`src/hdl/arcb_div.sv`:
```
// pipelined restoring divider, one quotient bit per stage
`timescale 1ns / 1ps
module arcb_div #(
    parameter int NUM_W  = 33,
    parameter int DEN_W  = 16,
    parameter int Q_W    = 16,
    parameter int SIDE_W = 2
) (
    input  logic              clk,
    input  logic              rst_n,
    input  logic              ce,
    input  logic              in_valid,
    input  logic [NUM_W-1:0]  num,
    input  logic [DEN_W-1:0]  den,
    input  logic [SIDE_W-1:0] side,
    output logic              out_valid,
    output logic [Q_W-1:0]    quo,
    output logic [SIDE_W-1:0] out_side
);

    logic [NUM_W-1:0]  rem_reg  [Q_W];
    logic [DEN_W-1:0]  den_reg  [Q_W];
    logic [Q_W-1:0]    quo_reg  [Q_W];
    logic [SIDE_W-1:0] side_reg [Q_W];
    logic [Q_W-1:0]    valid_reg;

    genvar i;
    for (i = 0; i < Q_W; i++)
    begin : g_stage
        logic [NUM_W-1:0]  rem_in;
        logic [DEN_W-1:0]  den_in;
        logic [Q_W-1:0]    quo_in;
        logic [SIDE_W-1:0] side_in;
        logic              valid_in;
        logic [NUM_W-1:0]  shifted;
        logic              take;
        logic [NUM_W-1:0]  rem_next;
        logic [Q_W-1:0]    quo_next;

        if (i == 0)
        begin : g_first
            assign rem_in   = num;
            assign den_in   = den;
            assign quo_in   = '0;
            assign side_in  = side;
            assign valid_in = in_valid;
        end
        else
        begin : g_rest
            assign rem_in   = rem_reg[i-1];
            assign den_in   = den_reg[i-1];
            assign quo_in   = quo_reg[i-1];
            assign side_in  = side_reg[i-1];
            assign valid_in = valid_reg[i-1];
        end

        assign shifted  = NUM_W'(den_in) << (Q_W - 1 - i);
        assign take     = (rem_in >= shifted);
        assign rem_next = take ? (rem_in - shifted) : rem_in;
        assign quo_next = take ? (quo_in | (Q_W'(1) << (Q_W - 1 - i))) : quo_in;

        always_ff @(posedge clk or negedge rst_n)
        begin
            if (!rst_n)
                valid_reg[i] <= 1'b0;
            else if (ce)
                valid_reg[i] <= valid_in;
        end

        always_ff @(posedge clk)
        begin
            if (ce)
            begin
                rem_reg[i]  <= rem_next;
                den_reg[i]  <= den_in;
                quo_reg[i]  <= quo_next;
                side_reg[i] <= side_in;
            end
        end
    end

    assign out_valid = valid_reg[Q_W-1];
    assign quo       = quo_reg[Q_W-1];
    assign out_side  = side_reg[Q_W-1];

endmodule

```
`config.mk`:
```
export PLATFORM = sky130hd
export DESIGN_NAME = arcb_div
export DESIGN_NICKNAME = d
export VERILOG_FILES = /design/src/hdl/arcb_div.sv
export SDC_FILE = /design/constraint.sdc
export NUM_CORES = 1
export LEC_CHECK = 0
export ABC_AREA = 1
export BUFFER_PORTS_ARGS = -buffer_cell sky130_fd_sc_hd__buf_2
export CAP_MARGIN = 20
export CORE_MARGIN = 8
export CORE_UTILIZATION = 55
export CTS_CLUSTER_DIAMETER = 30
export CTS_CLUSTER_SIZE = 28
export DETAILED_ROUTE_END_ITERATION = 10
export PLACE_DENSITY = 0.71
export SLEW_MARGIN = 20
export SYNTH_ARGS = -nofsm -noshare
export SYNTH_HDL_FRONTEND = slang
export SYNTH_SLANG_ARGS = --single-unit
```
`constraint.sdc`:
```
create_clock -name clk -period 4.3 [get_ports clk]
set_input_delay 0.86 -clock clk [delete_from_list [all_inputs] [get_ports clk]]
set_output_delay 0.86 -clock clk [all_outputs]
set_load 0.005 [all_outputs]
```
==> results of run 1 <==
## layout by cell type (no fill, tap or decap), types with 8 or more instances in the layout
cell type and instances:
o21ai_2 14, nand2_2 21, nor4_1 13, a21oi_2 58, nand3b_1 37, inv_8 10
inv_6 28, clkinvlp_4 14, bufinv_16 21, a21oi_1 257, o21bai_1 28, nand2_1 2226
nand4_1 113, clkinv_2 20, dfrtp_1 16, clkinv_1 18, buf_4 11, nand3_2 8
xor2_1 121, clkbuf_16 184, xnor2_1 33, edfxtp_1 903, inv_2 15, ha_1 256
clkbuf_1 16, inv_1 1065, nor2_2 29, nor2_1 560, fa_1 15, buf_2 72
nor3_1 67, a21o_1 9, nand3_1 414, o21ai_0 110, buf_12 10, o21ai_1 9
clkinv_4 14, or2_2 8
## kinds of logic (layout without fill, tap and decap cells)
group | Yosys count | count (layout) | share of synthesized area
flip-flops | 919 | 919 | 0.505
AO/OA/AOI/OAI | 492 | 492 | 0.0525
AND/OR/NAND/NOR | 3530 | 3530 | 0.270
adder cells (fa/ha/maj) | 271 | 271 | 0.0644
XOR/XNOR | 154 | 154 | 0.0248
buffers and inverters | 1138 | 1517 | 0.0834
## metrics by stage
| step | cell area, um^2 | total power, uW | hold slack [ns] |
|---|---|---|---|
| floorplan | 54400 | 22600 | 0.400 |
| global placement | 56200 | 26500 | 0.400 |
| detailed placement | 56200 | 26600 | 0.405 |
| CTS | 62600 | 41200 | 0.233 |
| global route | 62600 | 43600 | 0.244 |
| finish | 62600 | 41200 | 0.277 |
## where the power goes
| group | internal (uW) | switching [uW] | total (uW) |
|---|---|---|---|
| Clock | 9310 | 5070 | 14400 |
| Sequential | 12100 | 1420 | 13500 |
| Combinational | 4380 | 8910 | 13300 |
| Total | 25800 | 15400 | 41200 |
## worst register-to-register path, delay by kind of cell (launching register included)
family                   cells  cell delay, ns
AND/OR/NAND/NOR              7            1.19
adder cells (fa/ha/maj)      2            0.61
buffers and inverters        3            0.54
flip-flops                   1            0.36
AO/OA/AOI/OAI                1            0.14
## worst max path at each step
stage / from / to / slack (ns) / cells past startpoint
finish: rem_reg[0][174]$_DFFE_PP_ / rem_reg[0][209]$_DFFE_PP_ / 1.19 / 13
global route: rem_reg[0][174]$_DFFE_PP_ / rem_reg[0][209]$_DFFE_PP_ / 0.94 / 14
CTS: rem_reg[0][174]$_DFFE_PP_ / rem_reg[0][209]$_DFFE_PP_ / 1.19 / 13
detailed placement: num[15] / rem_reg[0][16]$_DFFE_PP_ / 1.19 / 15
global placement: num[15] / rem_reg[0][20]$_DFFE_PP_ / 1.20 / 15
floorplan: num[15] / rem_reg[0][16]$_DFFE_PP_ / 1.55 / 14
## area by class of cell
type / instances / area [um^2] / area share
Clock buffer: 203 / 4710 / 0.0751
Clock inverter: 137 / 1670 / 0.0267
Inverter: 1082 / 4060 / 0.0649
Multi-Input combinational cell: 4447 / 22400 / 0.357
Sequential cell: 919 / 27500 / 0.439
Tap cell: 1287 / 1610 / 0.0257
Timing Repair Buffer: 95 / 668 / 0.0107
## per-layer routing
metal / track usage / share of wire / vias up
li1: - / - / 21600
met1: 0.335 / 0.41 / 20200
met2: 0.468 / 0.48 / 1661
met3: 0.0435 / 0.060 / 396
met4: 0.135 / 0.054 / 0
met5: 0 / 0 / -
==> impl_metrics.csv, run 1 <==
group,metric,value,unit
status,status,"finished clean",
clocking,ctsHoldBuffers,1,
detailed_routing,drt_iter0_drc,3760,
yosys,synth_common_cells,"nand2_1, inv_1, edfxtp_1, nor2_1, nand3_1",
yosys,netlist_top_cells_area,"edfxtp_1, nand2_1, inv_1, ha_1, nor2_1",
sta,tns,0,ns
critical_path,cp_common_cell,"nand2_1",
critical_path,crit_type,"reg2reg",
placement,port_buffers,73,
detailed_routing,vias,43900,
layout,final_layout_size_suffix_gt1_frac,0.0828,
yosys,synth_top_area_cell,"edfxtp_1",
worst_hold_path,min_path_cells,1,
sta,hold_viol_final,0,
worst_hold_path,hold_class,"in2reg",
critical_path,max_stage_delay,0.54,ns
run,drv_cap,0,
floorplanning,pin_count,74,
sta,finClkSkew,0.0412,ns
yosys,yosys.cell_types.count,52,
detailed_routing,firstDrtPassIters,7,
critical_path,r2r-start,"rem_reg[0][174]$_DFFE_PP_",
floorplanning,start_util,0.554,
yosys,synth.most_common_cell,"nand2_1",
yosys,yosysSeqAreaShare,0.505,
clocking,cts_tree,"done",
worst_hold_path,min-delay-start,"side[1]",
layout,post-route-util,0.637,
floorplanning,dieArea,0.109,mm^2
yosys,ys_warn_count,0,
worst_hold_path,min_to,"side_reg[0][1]$_DFFE_PP_",
critical_path,cp-end-kind,"register",
critical_path,crit_chain,"inv_1 -> ha_1 -> inv_1 -> fa_1 -> nand2_1 -> nand3_1 -> nand4_1 -> nand2_1 -> nand2_1 -> nand2_1 -> nor2_2 -> buf_4 -> o21ai_0",
clocking,cts_resized,0,
yosys,synth-edff-count,903,
layout,largest_reg_flops,495,
grt,grt_max_degree,95,
grt,globalRouteTotalUtil,0.273,
sta,finalCriticalPeriod,3.11,ns
yosys,ys.flop_type,"edfxtp_1",
sta,finalSetupViolations,0,
sta,finalCritPeriodShare,0.723,
layout,layout.cells.non_filler,8170,
yosys,synth_top_area_share,0.498,
floorplanning,die_w,331,um
clocking,numCtsBuffers,182,
floorplanning,die_h,331,um
critical_path,start_kind,"register",
power_and_ir_drop,powerDensity,658,mW/mm^2
critical_path,r2r_setup_slack,1.19,ns
grt,overflow,0,
grt,grt_pass1_vias,41900,
floorplanning,core,0.0983,mm^2
clocking,htreeDepth,4,
detailed_routing,ant_nets,0,
layout,nets,7053,
sta,slew_viol_final,0,
sta,clock.fmax,0.322,GHz
yosys,synth_fp_nets,6830,
critical_path,arrival,3.62,ns
critical_path,critPathRequiredTime,4.81,ns
layout,antenna_cells,0,
clocking,cts_root_buf,"clkbuf_16",
yosys,syn_avg_cell_area,8.37,um^2
clocking,clockBufferDepth,3,
clocking,cts.sinks,919,
detailed_routing,wl,150,mm
power_and_ir_drop,ir_worst_vdd,0.449,mV
detailed_routing,drcViolationCount,0,
yosys,synth-async-reset-ratio,0.0174,
sta,relSlewSlack,0.310,
critical_path,crit_buf_inv,3,
grt,grt_pass1_wl,231,mm
floorplanning,fp-row-count,115,
clocking,cts_setup_buffers,0,
placement,dp_hpwl,116,mm
placement,dp_cells,7829,
critical_path,r2r_end,"rem_reg[0][209]$_DFFE_PP_",
clocking,insertion_delay,0.78,ns
detailed_routing,wl_per_cell,18.4,um
yosys,syn_area,0.0544,mm^2
critical_path,cp_top_family,"simple AND/OR/NAND/NOR gates",
sta,worst_slew_pin_slew,1.04,ns
yosys,ys_ff_latch,919,
critical_path,critPathMaxFanout,19,
sta,timing.final.ws_setup,1.19,ns
power_and_ir_drop,p_leak,0.0289,uW
layout,area_delta_synth_final,15.0,%
critical_path,crit_slowest_cell,"nor2_2",
yosys,synth_cells,6504,
clocking,clkSlewWorstSetupHoldPaths,0.05,ns
detailed_routing,via_per_inst,5.37,
sta,rsz0062_at_grt,"false",
placement,place_ws,1.19,ns
layout,fillers,8247,
placement,gp_congestion,0.987,
grt,antenna_found_initial,1,
critical_path,r2r_cells,13,
No activity file was read; power rests on OpenSTA's default activity.
==> run 2: changes to the inputs <==
==> constraint.sdc (replaced) <==
create_clock -name clk -period 3.09 [get_ports clk]
set_input_delay 0.618 -clock clk [delete_from_list [all_inputs] [get_ports clk]]
set_output_delay 0.618 -clock clk [all_outputs]
set_load 0.005 [all_outputs]
==> run 2 against run 1 <==
  * Count of clock-buffer cells in the layout decreased by 1
  * First-iteration DRC count is 1.0% lower
  * Via count unchanged
  * Die area unchanged
  * Global-route usage is 0.23 points higher
  * Sequential power rose by 39%
  * Hold slack got worse by 0.23 ns
  * Cell area is 1.2% higher
  * Setup slack worse by 0.88 ns
  * Critical path depth is 1 lower
  * Clock skew is 0.017 ns higher
==> impl_metrics.csv, run 2 (synthesis results as in run 1) <==
group,metric,value,unit
critical_path,r2r-start,"rem_reg[0][174]$_DFFE_PP_",
power_and_ir_drop,swShare,0.374,
critical_path,critPathRequiredTime,3.62,ns
critical_path,start_kind,"register",
critical_path,crit_type,"reg2reg",
floorplanning,start_util,0.554,
clocking,insertion_delay,0.79,ns
worst_hold_path,hold_class,"in2reg",
placement,port_buffers,73,
power_and_ir_drop,pwr-share-seq,0.329,
critical_path,max_stage_delay,0.47,ns
placement,gp_congestion,0.948,
floorplanning,die_h,331,um
detailed_routing,wl_per_cell,18.3,um
power_and_ir_drop,ir_worst_vdd,0.599,mV
sta,relSlewSlack,0.554,
layout,nets,7130,
status,status,"finished clean",
detailed_routing,ant_nets,0,
critical_path,cp_top_family,"simple AND/OR/NAND/NOR gates",
clocking,cts_tree,"done",
critical_path,r2r_cells,12,
sta,clock.fmax,0.359,GHz
placement,place_ws,0.222,ns
sta,finClkSkew,0.0583,ns
worst_hold_path,min_to,"den_reg[0][8]$_DFFE_PP_",
critical_path,r2r_end,"rem_reg[0][230]$_DFFE_PP_",
clocking,htreeDepth,4,
clocking,cts.sinks,919,
critical_path,arrival,3.31,ns
power_and_ir_drop,power_switching,21300,uW
critical_path,crit_chain,"inv_1 -> ha_1 -> inv_1 -> fa_1 -> nand2_1 -> nand3_1 -> nand4_1 -> nand2_1 -> nand2_1 -> nand3_1 -> nand3_1 -> nand2_1",
clocking,cts_resized,0,
power_and_ir_drop,p_total,57100,uW
power_and_ir_drop,p_leak,0.0293,uW
placement,dp_hpwl,117,mm
detailed_routing,drt_iter0_drc,3721,
detailed_routing,vias,43900,
critical_path,critPathMaxFanout,12,
detailed_routing,firstDrtPassIters,6,
detailed_routing,wl,151,mm
floorplanning,fp-row-count,115,
worst_hold_path,min-delay-start,"den[8]",
sta,finalCritPeriodShare,0.901,
layout,layout.cells.non_filler,8251,
power_and_ir_drop,powerDensity,901,mW/mm^2
power_and_ir_drop,p_clk_frac,0.345,
layout,final_layout_size_suffix_gt1_frac,0.0885,
critical_path,crit_buf_inv,2,
clocking,numCtsBuffers,180,
layout,fillers,8208,
layout,area_delta_synth_final,16.4,%
sta,finalSetupViolations,0,
critical_path,r2r_setup_slack,0.31,ns
grt,grt_pass1_vias,42400,
sta,timing.final.ws_setup,0.306,ns
floorplanning,core,0.0983,mm^2
grt,antenna_found_initial,1,
floorplanning,dieArea,0.109,mm^2
layout,final_common_cell,"nand2_1",
layout,largest_reg_flops,495,
detailed_routing,via_per_inst,5.32,
grt,overflow,0,
sta,rsz0062_at_grt,"false",
floorplanning,pin_count,74,
layout,mostFrequentLayoutCells,"nand2_1, inv_1, edfxtp_1",
power_and_ir_drop,comb_power_share,0.326,
critical_path,cp_common_cell,"nand2_1",
power_and_ir_drop,p_int,35800,uW
worst_hold_path,min_path_cells,1,
clocking,clockBufferDepth,3,
sta,tns,0,ns
critical_path,crit_slowest_cell,"fa_1",
run,drv_cap,0,
sta,hold_viol_final,0,
grt,globalRouteTotalUtil,0.275,
floorplanning,die_w,331,um
sta,worst_slew_pin_slew,0.662,ns
detailed_routing,drcViolationCount,0,
sta,finalCriticalPeriod,2.78,ns
grt,grt_max_degree,82,
sta,slew_viol_final,0,
clocking,clkSlewWorstSetupHoldPaths,0.05,ns
grt,grt_pass1_wl,233,mm
placement,dp_cells,7879,
clocking,cts_root_buf,"clkbuf_16",
critical_path,cp-end-kind,"register",
## run 2: changes by cell type in the layout (fill, tap and decap cells not counted), moves of 4 or more
cell	change
clkinv_4	+8
clkinv_1	+5
inv_8	-4
buf_4	+39
buf_12	+11
dlygate4sd3_1	+29
## run 2: layout make-up
type / count / area (um^2) / share of cell area
Clock inverter: 139 / 1620 / 0.0255
Antenna cell: 1 / 2.50 / 0.0000395
Sequential cell: 919 / 27500 / 0.434
Multi-Input combinational cell: 4447 / 22400 / 0.353
Timing Repair Buffer: 174 / 1470 / 0.0232
Tap cell: 1287 / 1610 / 0.0254
Inverter: 1082 / 4060 / 0.0641
Clock buffer: 202 / 4690 / 0.0741
## run 2: worst max path at each step
| stage | startpoint | end | slack, ns | cells past startpoint |
|---|---|---|---|---|
| 2_1_floorplan | num[15] | rem_reg[0][16]$_DFFE_PP_ | 0.58 | 14 |
| 3_3_place_gp | num[15] | rem_reg[0][15]$_DFFE_PP_ | 0.22 | 15 |
| 3_5_place_dp | num[15] | rem_reg[0][28]$_DFFE_PP_ | 0.22 | 15 |
| 4_1_cts | rem_reg[0][174]$_DFFE_PP_ | rem_reg[0][230]$_DFFE_PP_ | 0.27 | 12 |
| 5_1_grt | rem_reg[0][174]$_DFFE_PP_ | rem_reg[0][230]$_DFFE_PP_ | 0.14 | 12 |
| 6_report | rem_reg[0][174]$_DFFE_PP_ | rem_reg[0][230]$_DFFE_PP_ | 0.31 | 12 |
## run 2: stage by stage
stage / hold slack, ns / instance area [um^2] / util
finish: 0.0506 / 63400 / 0.645
global route: 0.0244 / 63400 / 0.645
CTS: 0.00420 / 63400 / 0.645
detailed placement: 0.405 / 56700 / 0.577
global placement: 0.400 / 56700 / 0.577
floorplan: 0.322 / 54400 / -
## run 2: power groups by stage
stage	clock network (uW)	logic [uW]	registers (uW)
after floorplan	0	13500	17900
after CTS	20000	18400	18800
after global routing	20600	21000	18900
after global placement	0	18000	18900
final	19700	18600	18800
after detailed placement	0	18200	19000
## run 2: worst reg2reg max path: stages, from the launching register on
cell and delay (ns):
edfxtp_1 0.36, inv_1 0.09, ha_1 0.15, inv_1 0.11, fa_1 0.47, nand2_1 0.10
nand3_1 0.11, nand4_1 0.11, nand2_1 0.16, nand2_1 0.13, nand3_1 0.44, nand3_1 0.25
nand2_1 0.06
## run 2: per-layer routing
layer / wire length, um / vias up / GRT usage
met3: 7680 / 369 / 0.0390
met1: 61500 / 20300 / 0.333
met2: 74200 / 1405 / 0.483
met5: 0 / - / 0
li1: - / 21800 / -
met4: 7450 / 0 / 0.130
## run 2: what timing repair did
item	in CTS	in global routing
hold buffers	30	0
buffers inserted	0	0
hold endpoints to repair	45	0
