[src/hdl/arcb_sqrt.sv]
// pipelined integer square root, one root bit per stage
`timescale 1ns / 1ps
module arcb_sqrt #(
    parameter int V_W    = 30,
    parameter int R_W    = 15,
    parameter int SIDE_W = 33
) (
    input  logic              clk,
    input  logic              rst_n,
    input  logic              ce,
    input  logic              in_valid,
    input  logic [V_W-1:0]    val,
    input  logic [SIDE_W-1:0] side,
    output logic              out_valid,
    output logic [R_W-1:0]    root,
    output logic [SIDE_W-1:0] out_side
);

    localparam int W = V_W + 1;

    logic [W-1:0]      rem_reg  [R_W];
    logic [R_W-1:0]    root_reg [R_W];
    logic [SIDE_W-1:0] side_reg [R_W];
    logic [R_W-1:0]    valid_reg;

    genvar i;
    for (i = 0; i < R_W; i++)
    begin : g_stage
        logic [W-1:0]      rem_in;
        logic [R_W-1:0]    root_in;
        logic [SIDE_W-1:0] side_in;
        logic              valid_in;
        logic [W-1:0]      trial;
        logic              take;
        logic [W-1:0]      rem_next;
        logic [R_W-1:0]    root_next;

        if (i == 0)
        begin : g_first
            assign rem_in   = W'(val);
            assign root_in  = '0;
            assign side_in  = side;
            assign valid_in = in_valid;
        end
        else
        begin : g_rest
            assign rem_in   = rem_reg[i-1];
            assign root_in  = root_reg[i-1];
            assign side_in  = side_reg[i-1];
            assign valid_in = valid_reg[i-1];
        end

        // (r + b)^2 - r^2 with b = 2^k
        assign trial     = (W'(root_in) << (R_W - i)) + (W'(1) << (2 * (R_W - 1 - i)));
        assign take      = (rem_in >= trial);
        assign rem_next  = take ? (rem_in - trial) : rem_in;
        assign root_next = take ? (root_in | (R_W'(1) << (R_W - 1 - i))) : root_in;

        always_ff @(posedge clk or negedge rst_n)
        begin
            if (!rst_n)
                valid_reg[i] <= 1'b0;
            else if (ce)
                valid_reg[i] <= valid_in;
        end

        always_ff @(posedge clk)
        begin
            if (ce)
            begin
                rem_reg[i]  <= rem_next;
                root_reg[i] <= root_next;
                side_reg[i] <= side_in;
            end
        end
    end

    assign out_valid = valid_reg[R_W-1];
    assign root      = root_reg[R_W-1];
    assign out_side  = side_reg[R_W-1];

endmodule

[config.mk]
export PLATFORM = sky130hd
export DESIGN_NAME = arcb_sqrt
export DESIGN_NICKNAME = d
export VERILOG_FILES = /design/src/hdl/arcb_sqrt.sv
export SDC_FILE = /design/constraint.sdc
export NUM_CORES = 1
export LEC_CHECK = 0
export ABC_AREA = 1
export BUFFER_PORTS_ARGS = -buffer_cell sky130_fd_sc_hd__buf_2
export CAP_MARGIN = 20
export CORE_ASPECT_RATIO = 0.8
export CORE_MARGIN = 5
export CORE_UTILIZATION = 50
export CTS_CLUSTER_SIZE = 12
export DETAILED_ROUTE_END_ITERATION = 6
export GPL_TIMING_DRIVEN = 0
export PLACE_DENSITY_LB_ADDON = 0.12
export SLEW_MARGIN = 10
export SYNTH_ARGS = -nofsm -noshare
export SYNTH_HDL_FRONTEND = slang
export SYNTH_SLANG_ARGS = --single-unit
[constraint.sdc]
create_clock -name clk -period 2 [get_ports clk]
set_input_delay 0.3 -clock clk [delete_from_list [all_inputs] [get_ports clk]]
set_output_delay 0.3 -clock clk [all_outputs]
set_load 0.03 [all_outputs]
==> impl_results.md, run 1 <==
* Largest vdd supply drop at 978 uV
* Post-route setup slack at -0.156 ns
* Number of antenna violations at the first check in global routing at 2
* Critical Path End Type: flip-flop
* Global placer's final weighted congestion at 0.872
* Number of enable flip-flop cells after synthesis at 1,049
* All-layer global routing usage at 0.199
* Critical Path Source Type: flip-flop
* Die outline area at 98,900 sq um
* WHS at 0.0387 ns
* Layout area overhead at 28.0%
* Dominant synthesized flop cell: sky130_fd_sc_hd__edfxtp_1
* Violations in the final reports: setup timing
* Number of flip-flops under the largest register name at 495
* Final global-route overflow total at 0
* Switching fraction of total power at 0.272
* TritonCTS clock tree: done
* Static leakage at 24.5 nW
* Proportion of power drawn by flip-flops and latches at 0.492
* Power Dens Cells at 964 nW/um^2
* Clock transition at the registers of the reported paths at 0.06 ns
* Reg2reg setup slack at -0.16 ns
* Pre-CTS WS at -1.64 ns
* Worst-Margin Slew at 0.826 ns
* Synthesis-stage register bit count at 1,064
* Reg-to-reg critical path endpoint: rem_reg[1][103]
* Achievable Freq at 464 MHz
* Share of synthesized registers carrying an async set or reset at 0.0141
* Worst hold stages at 1
* Setup repair after global routing missed its margin: yes
* Synthesized netlist net count at 4,295
* Post-route clock skew at 0.0530 ns
* First-pass GRT wire length at 155,000 um
* Average wire per standard cell at 17.1 um
* Number of optimization iterations in the first detailed-route pass at 5
* Worst Hold Endpoint: side_reg[0][6]
* Part of the cycle the worst path needs at 1.08
* Width of the die at 350 um
* Synth top area share at 0.680
* Vias at 30,166
* Worst-case reg-to-reg path depth at 13
* Part of the power in combinational logic at 0.186
* Sinks on the clock net at 1,064
* Vias in the first global route at 28,574
* Fraction of power consumed by the clock network at 0.322
* Total internal power at 41.6 mW
* HP Class: input pin to flip-flop
* Routed Wire Length at 102,000 um
* H-tree levels at 3
* Filler instances at 6,826
* Number of endpoints with negative hold slack in the final report at 0
* Initial DRC Count at 2,417
* Syn avg cell area at 11.3 sq um
* Initial core utilization at 0.506
* Core area at 91,500 sq um
* Number of standard-cell rows in the floorplan at 99
* Post-Synthesis Cells at 4,097
* Library cell used as clock root buffer: sky130_fd_sc_hd__clkbuf_16
* Pins over their slew limit at 0
* Power dissipated by switching net loads at 15.5 mW
* Number of distinct standard cells referenced by the synthesized netlist at 53
* Worst Hold Launch: ce
* Detailed placement HPWL at 65,400 um
* Area leader, netlist: sky130_fd_sc_hd__edfxtp_1
* Via-per-instance ratio at 5.04
* Maximum clock insertion buffer count at 3
* Post-synthesis sequential area ratio at 0.688
* # setup viols final at 143
* Outcome: finished, violations left
* Post-detailed-route count of antenna-violating nets at 0
* Headroom to the max-slew limit at 0.449
* Layout cells sized above 1 at 0.293
* Maximum fanout along the worst path at 8
* Cell area after synthesis at 46,300 sq um
* Critical path required time at 2.42 ns
* Top cells by area in the synthesized netlist: sky130_fd_sc_hd__edfxtp_1, sky130_fd_sc_hd__nand2_1, sky130_fd_sc_hd__inv_1
* Largest net degree at the start of global routing at 168
* Total number of nets in the final design at 4,919
* Buffers added on ports at 115
* Worst-Skew Late Latency at 0.70 ns
* Die span in y at 282 um
* Worst endpoint data arrival time at 2.58 ns
* Number of CTS-inserted buffers at 105
* Number of top-level pins at 116
* Yosys Warn Count at 0
* Kind of critical path: flip-flop to flip-flop
* Accumulated negative setup slack at -11.70 ns
* Post-route minimum period at 2.16 ns
* Number of max-cap violations at 0
* Reg2reg start: rem_reg[1][80]
* DRC violations left at 0
per-layer routing:
metal | wire [um] | global-route usage | vias up | share of wire
li1 | - | - | 14829 | -
met1 | 48700 | 0.300 | 14459 | 0.48
met2 | 45500 | 0.302 | 710 | 0.45
met3 | 5410 | 0.0329 | 168 | 0.053
met4 | 2440 | 0.0556 | 0 | 0.024
met5 | 0 | 0 | - | 0
cell families (layout without fill, tap and decap cells):
family | Yosys count | in the layout | synth area share
compound gates | 217 | 217 | 0.0281
xor+xnor | 98 | 98 | 0.0187
fa+ha+maj | 131 | 131 | 0.0354
buf+inv | 653 | 1329 | 0.0562
flops | 1064 | 1064 | 0.688
mux | 3 | 3 | 0.000729
other cells | 1 | 2 | 0.0000809
simple gates | 1930 | 1930 | 0.173
worst max-delay path: stages, from the launching register on:
cell and delay (ns):
sky130_fd_sc_hd__edfxtp_1 0.45, sky130_fd_sc_hd__ha_4 0.36, sky130_fd_sc_hd__inv_4 0.05, sky130_fd_sc_hd__nor2_4 0.09
sky130_fd_sc_hd__nand2_2 0.08, sky130_fd_sc_hd__nor2_4 0.11, sky130_fd_sc_hd__nand2_2 0.08, sky130_fd_sc_hd__nor2_4 0.14
sky130_fd_sc_hd__nor2_4 0.06, sky130_fd_sc_hd__nand2_4 0.10, sky130_fd_sc_hd__clkinv_4 0.10, sky130_fd_sc_hd__buf_12 0.16
sky130_fd_sc_hd__nand2_2 0.06, sky130_fd_sc_hd__nand2_2 0.06
power by group through the flow:
stage                     Combinational, mW  Clock [mW]  Sequential (mW)
after floorplan                        4.98           0             28.0
after global placement                 6.98           0             29.1
after detailed placement               7.06           0             28.5
after CTS                              8.64        19.0             28.1
after global routing                   11.7        19.9             28.3
final                                  10.6        18.4             28.1
repair_timing:
item | 4_1_cts | 5_1_grt
setup buffers | 155 | 157
pin swaps | 146 | 260
endpoints found under the setup margin | 768 | 284
gates cloned | 17 | 8
hold buffers | 66 | 0
gates resized for setup | 411 | 611
endpoints found under the hold margin | 80 | 0
synth_stat cells, types with 4 or more instances:
master                     instances
sky130_fd_sc_hd__a21oi_1          90
sky130_fd_sc_hd__a21oi_2          30
sky130_fd_sc_hd__buf_2             4
sky130_fd_sc_hd__buf_4            10
sky130_fd_sc_hd__buf_6            10
sky130_fd_sc_hd__dfrtp_1          15
sky130_fd_sc_hd__edfxtp_1       1049
sky130_fd_sc_hd__ha_1            131
sky130_fd_sc_hd__inv_1           612
sky130_fd_sc_hd__inv_2             7
sky130_fd_sc_hd__nand2_1        1193
sky130_fd_sc_hd__nand2_2          11
sky130_fd_sc_hd__nand3_1         187
sky130_fd_sc_hd__nand3b_1         29
sky130_fd_sc_hd__nand4_1          58
sky130_fd_sc_hd__nor2_1          376
sky130_fd_sc_hd__nor2_2           15
sky130_fd_sc_hd__nor2_4            4
sky130_fd_sc_hd__nor3_1           25
sky130_fd_sc_hd__nor4_1            4
sky130_fd_sc_hd__o21ai_0          54
sky130_fd_sc_hd__o21ai_1           8
sky130_fd_sc_hd__o21ai_2          11
sky130_fd_sc_hd__o21bai_1         12
sky130_fd_sc_hd__or2_2             8
sky130_fd_sc_hd__xnor2_1          24
sky130_fd_sc_hd__xor2_1           73
cells in the final DEF, fill, tap and decap left out, types with 8 or more instances in the layout:
| cell | instances |
|---|---|
| sky130_fd_sc_hd__nand3_2 | 37 |
| sky130_fd_sc_hd__edfxtp_1 | 1049 |
| sky130_fd_sc_hd__xnor2_1 | 24 |
| sky130_fd_sc_hd__o21ai_0 | 39 |
| sky130_fd_sc_hd__buf_8 | 9 |
| sky130_fd_sc_hd__dlygate4sd3_1 | 66 |
| sky130_fd_sc_hd__nor2_1 | 311 |
| sky130_fd_sc_hd__a21oi_2 | 39 |
| sky130_fd_sc_hd__dfrtp_1 | 15 |
| sky130_fd_sc_hd__inv_1 | 503 |
| sky130_fd_sc_hd__inv_2 | 109 |
| sky130_fd_sc_hd__nand3b_1 | 29 |
| sky130_fd_sc_hd__nand2_4 | 96 |
| sky130_fd_sc_hd__xor2_1 | 73 |
| sky130_fd_sc_hd__nand2_1 | 886 |
| sky130_fd_sc_hd__or2_2 | 8 |
| sky130_fd_sc_hd__a21oi_4 | 35 |
| sky130_fd_sc_hd__nand3_1 | 147 |
| sky130_fd_sc_hd__a21oi_1 | 46 |
| sky130_fd_sc_hd__buf_16 | 13 |
| sky130_fd_sc_hd__buf_4 | 270 |
| sky130_fd_sc_hd__nor2_4 | 48 |
| sky130_fd_sc_hd__o21ai_2 | 23 |
| sky130_fd_sc_hd__clkbuf_1 | 23 |
| sky130_fd_sc_hd__clkinv_1 | 13 |
| sky130_fd_sc_hd__ha_1 | 41 |
| sky130_fd_sc_hd__ha_4 | 88 |
| sky130_fd_sc_hd__nor2_2 | 36 |
| sky130_fd_sc_hd__buf_6 | 46 |
| sky130_fd_sc_hd__buf_12 | 15 |
| sky130_fd_sc_hd__nand2_2 | 224 |
| sky130_fd_sc_hd__clkbuf_16 | 112 |
| sky130_fd_sc_hd__buf_2 | 114 |
| sky130_fd_sc_hd__nand4_1 | 58 |
| sky130_fd_sc_hd__nor3_1 | 20 |
how the worst max path moves through the flow:
stage | start | end | depth (start not counted)
after CTS | rem_reg[1][137] | rem_reg[1][179] | 11
after floorplan | rem_reg[1][140] | rem_reg[1][164] | 10
after global routing | rem_reg[1][80] | rem_reg[1][103] | 13
after global placement | ce | side_reg[7][28] | 1
final | rem_reg[1][80] | rem_reg[1][103] | 13
after detailed placement | ce | side_reg[7][29] | 5
through the flow:
step	cells	util	cell area [sq um]	power [mW]
6_report	5986	0.648	59300	57.2
5_1_grt	5985	0.648	59300	59.9
3_5_place_dp	5431	0.531	48600	35.5
4_1_cts	5827	0.612	56000	55.7
2_1_floorplan	4097	-	46300	33.0
3_3_place_gp	5424	0.529	48400	36.1
cell type report:
cell class / count / area [sq um] / share of cell area
Antenna cell: 1 / 2.50 / 0.0000422
Buffer: 26 / 358 / 0.00603
Clock buffer: 129 / 2770 / 0.0467
Clock inverter: 30 / 400 / 0.00675
Inverter: 624 / 2390 / 0.0403
Multi-Input combinational cell: 2380 / 15500 / 0.261
Sequential cell: 1064 / 31900 / 0.538
Tap cell: 1212 / 1520 / 0.0256
Timing Repair Buffer: 520 / 4500 / 0.0759
Note: power is estimated with default switching activity, not from simulation.
==> run 2: changes to the inputs <==
--- a/config.mk
+++ b/config.mk
@@ -15,6 +15,7 @@
 export DETAILED_ROUTE_END_ITERATION = 6
 export GPL_TIMING_DRIVEN = 0
 export PLACE_DENSITY_LB_ADDON = 0.12
+export SETUP_SLACK_MARGIN = 0.05
 export SLEW_MARGIN = 10
 export SYNTH_ARGS = -nofsm -noshare
 export SYNTH_HDL_FRONTEND = slang
==> impl_results.md, run 2 (same netlist as run 1, synthesis figures left out) <==
* Number of flip-flops under the largest register name at 495 (unchanged)
* Setup repair after global routing missed its margin: yes
* Number of max-cap violations at 0 (unchanged)
* Critical path required time at 2.51 ns (+0.09 ns)
* Clock transition at the registers of the reported paths at 0.06 ns (about the same)
* Filler instances at 6,823 (-0.044%)
* Post-detailed-placement cell area at 48,600 sq um (unchanged)
* Initial core utilization at 0.506 (unchanged)
* Reg-to-reg critical path endpoint: rem_reg[1][145]
* Number of standard-cell rows in the floorplan at 99 (unchanged)
* Global placer's final weighted congestion at 0.872 (unchanged)
* Number of endpoints with negative hold slack in the final report at 0 (unchanged)
* # setup viols final at 138 (-3.5%)
* Detailed placement HPWL at 65,400 um (unchanged)
* Average wire per standard cell at 17.1 um (+0.32%)
* Worst-Skew Late Latency at 0.70 ns (about the same)
* Worst Hold Endpoint: side_reg[0][6]
* Part of the cycle the worst path needs at 1.08 (+0.00341)
* Buffers added on ports at 115 (unchanged)
* WHS at 0.0443 ns (+0.00551 ns)
* Reg2reg setup slack at -0.16 ns (about the same)
* Pins over their slew limit at 0 (unchanged)
* Violations in the final reports: setup timing
* TritonCTS clock tree: done
* Outcome: finished, violations left
* Number of CTS-inserted buffers at 105 (unchanged)
* Number of optimization iterations in the first detailed-route pass at 6 (+1)
* Die outline area at 98,900 sq um (unchanged)
* Die span in y at 282 um (unchanged)
* Initial DRC Count at 2,432 (+0.62%)
* Register area at 31,900 sq um (unchanged)
* Width of the die at 350 um (unchanged)
* Layout cells sized above 1 at 0.300 (+0.00737)
* All-layer global routing usage at 0.200 (+0.00163)
* Static leakage at 24.7 nW (+0.71%)
* Maximum clock insertion buffer count at 3 (unchanged)
* DRC violations left at 0 (unchanged)
* Multi-input gate area in the final layout at 15,600 sq um (+0.83%)
* Vias in the first global route at 28,734 (+0.56%)
* Reg2reg start: rem_reg[1][102]
* Most frequent cells in the layout: sky130_fd_sc_hd__edfxtp_1, sky130_fd_sc_hd__nand2_1, sky130_fd_sc_hd__inv_1
* Area of all placed cells without fillers at 59,600 sq um (+0.46%)
* Layout area overhead at 28.6%
* Power Dens Cells at 963 nW/um^2 (about the same)
* Kind of critical path: flip-flop to flip-flop
* Post-route minimum period at 2.16 ns (+0.00682 ns)
* Worst hold stages at 1 (unchanged)
* Worst-case reg-to-reg path depth at 9 (-4)
* Pre-CTS WS at -1.64 ns (unchanged)
* Achievable Freq at 462 MHz (-0.32%)
* Worst-Margin Slew at 0.822 ns (-0.00430 ns)
* Maximum fanout along the worst path at 4 (-4)
* Most common cell after layout, fill and taps aside: sky130_fd_sc_hd__edfxtp_1
* Share of the core filled with cells at 0.651 (+0.00298)
* Headroom to the max-slew limit at 0.452 (+0.00287)
* Launching instance or port of the critical path: rem_reg[1][102]
* Post-route setup slack at -0.163 ns (-0.00682 ns)
* Number of top-level pins at 116 (unchanged)
* Critical Path End Type: flip-flop
* Core area at 91,500 sq um (unchanged)
* Routed Wire Length at 103,000 um (+0.59%)
* Sinks on the clock net at 1,064 (unchanged)
* Largest net degree at the start of global routing at 168 (unchanged)
* HP Class: input pin to flip-flop
* Post-detailed-route count of antenna-violating nets at 0 (unchanged)
* Layout Cells excl Fill at 6,002 (+0.27%)
* Final global-route overflow total at 0 (unchanged)
* Via-per-instance ratio at 5.04 (about the same)
* H-tree levels at 3 (unchanged)
* Switching fraction of total power at 0.272 (+0.000534)
* Power dissipated by switching net loads at 15.6 mW (+0.62%)
* Vias at 30,227 (+0.20%)
* Fraction of power consumed by the clock network at 0.320 (-0.002)
* Proportion of power drawn by flip-flops and latches at 0.490 (-0.002)
* Library cell used as clock root buffer: sky130_fd_sc_hd__clkbuf_16
* Number of antenna violations at the first check in global routing at 2 (unchanged)
* Total internal power at 41.8 mW (+0.35%)
* Worst Hold Launch: ce
* Post-route clock skew at 0.0518 ns (-0.00118 ns)
* Part of the power in combinational logic at 0.190 (+0.004)
* Critical Path Source Type: flip-flop
* First-pass GRT wire length at 156,000 um (+0.69%)
* Worst endpoint data arrival time at 2.68 ns (+0.10 ns)
* Total number of nets in the final design at 4,935 (+0.33%)
* Cell count after placement at 5,431 (unchanged)
* Largest vdd supply drop at 984 uV (+0.59%)
==> run 2: how the worst max path moves through the flow <==
stage | to | slack [ns] | cells past startpoint
after floorplan | rem_reg[1][164] | 0.07 | 10
after global placement | side_reg[7][28] | -15.92 | 1
after detailed placement | side_reg[7][29] | -1.64 | 5
after CTS | rem_reg[1][179] | -0.16 | 11
after global routing | rem_reg[1][103] | -0.23 | 12
final | rem_reg[1][145] | -0.16 | 9
==> run 2: area by class of cell <==
| type | count | area share |
|---|---|---|
| timing repair buffer | 535 | 0.0778 |
| tap | 1212 | 0.0255 |
| inverter | 624 | 0.0402 |
| clock inverter | 30 | 0.00672 |
| multi-input combinational | 2380 | 0.262 |
| buffer | 27 | 0.00613 |
| antenna | 1 | 0.0000420 |
| clock buffer | 129 | 0.0465 |
| sequential | 1064 | 0.535 |
==> run 2: critical path: stages, from the launching register on <==
cell                       delay, ns
sky130_fd_sc_hd__edfxtp_1       0.46
sky130_fd_sc_hd__ha_4           0.33
sky130_fd_sc_hd__nand2_1        0.10
sky130_fd_sc_hd__nor2_1         0.29
sky130_fd_sc_hd__nand3_1        0.14
sky130_fd_sc_hd__nand3_1        0.24
sky130_fd_sc_hd__nand2_1        0.12
sky130_fd_sc_hd__nand2_1        0.07
sky130_fd_sc_hd__nand2_1        0.04
sky130_fd_sc_hd__a21oi_1        0.20
==> run 2: what timing repair did <==
item | CTS | global route
hold buffers | 66 | 0
gates cloned | 20 | 5
pin swaps | 149 | 254
buffers inserted | 170 | 157
endpoints found under the setup margin | 774 | 225
resized for setup | 445 | 618
hold endpoints to repair | 80 | 0
==> run 2: through the flow <==
| stage | TNS (ns) | total power, mW |
|---|---|---|
| 5_1_grt | -23.43 | 60.2 |
| 6_report | -11.28 | 57.4 |
| 3_5_place_dp | -755.56 | 35.5 |
| 4_1_cts | -8.53 | 55.9 |
| 3_3_place_gp | - | 36.1 |
| 2_1_floorplan | 0 | 33.0 |
==> run 2: metal layers <==
layer	vias up	global-route usage	wire length [um]	part of all wire
li1	14867	-	-	-
met1	14393	0.302	48800	0.47
met2	785	0.306	45700	0.45
met3	182	0.0319	5590	0.054
met5	-	0	0	0
met4	0	0.0559	2600	0.025
==> run 2: power groups by stage <==
stage / Sequential, mW / Clock (mW) / Combinational (mW)
after floorplan: 28.0 / 0 / 4.98
after global placement: 29.1 / 0 / 6.98
after detailed placement: 28.5 / 0 / 7.06
after CTS: 28.1 / 19.0 / 8.81
after global routing: 28.3 / 19.9 / 12.0
final: 28.1 / 18.4 / 10.9
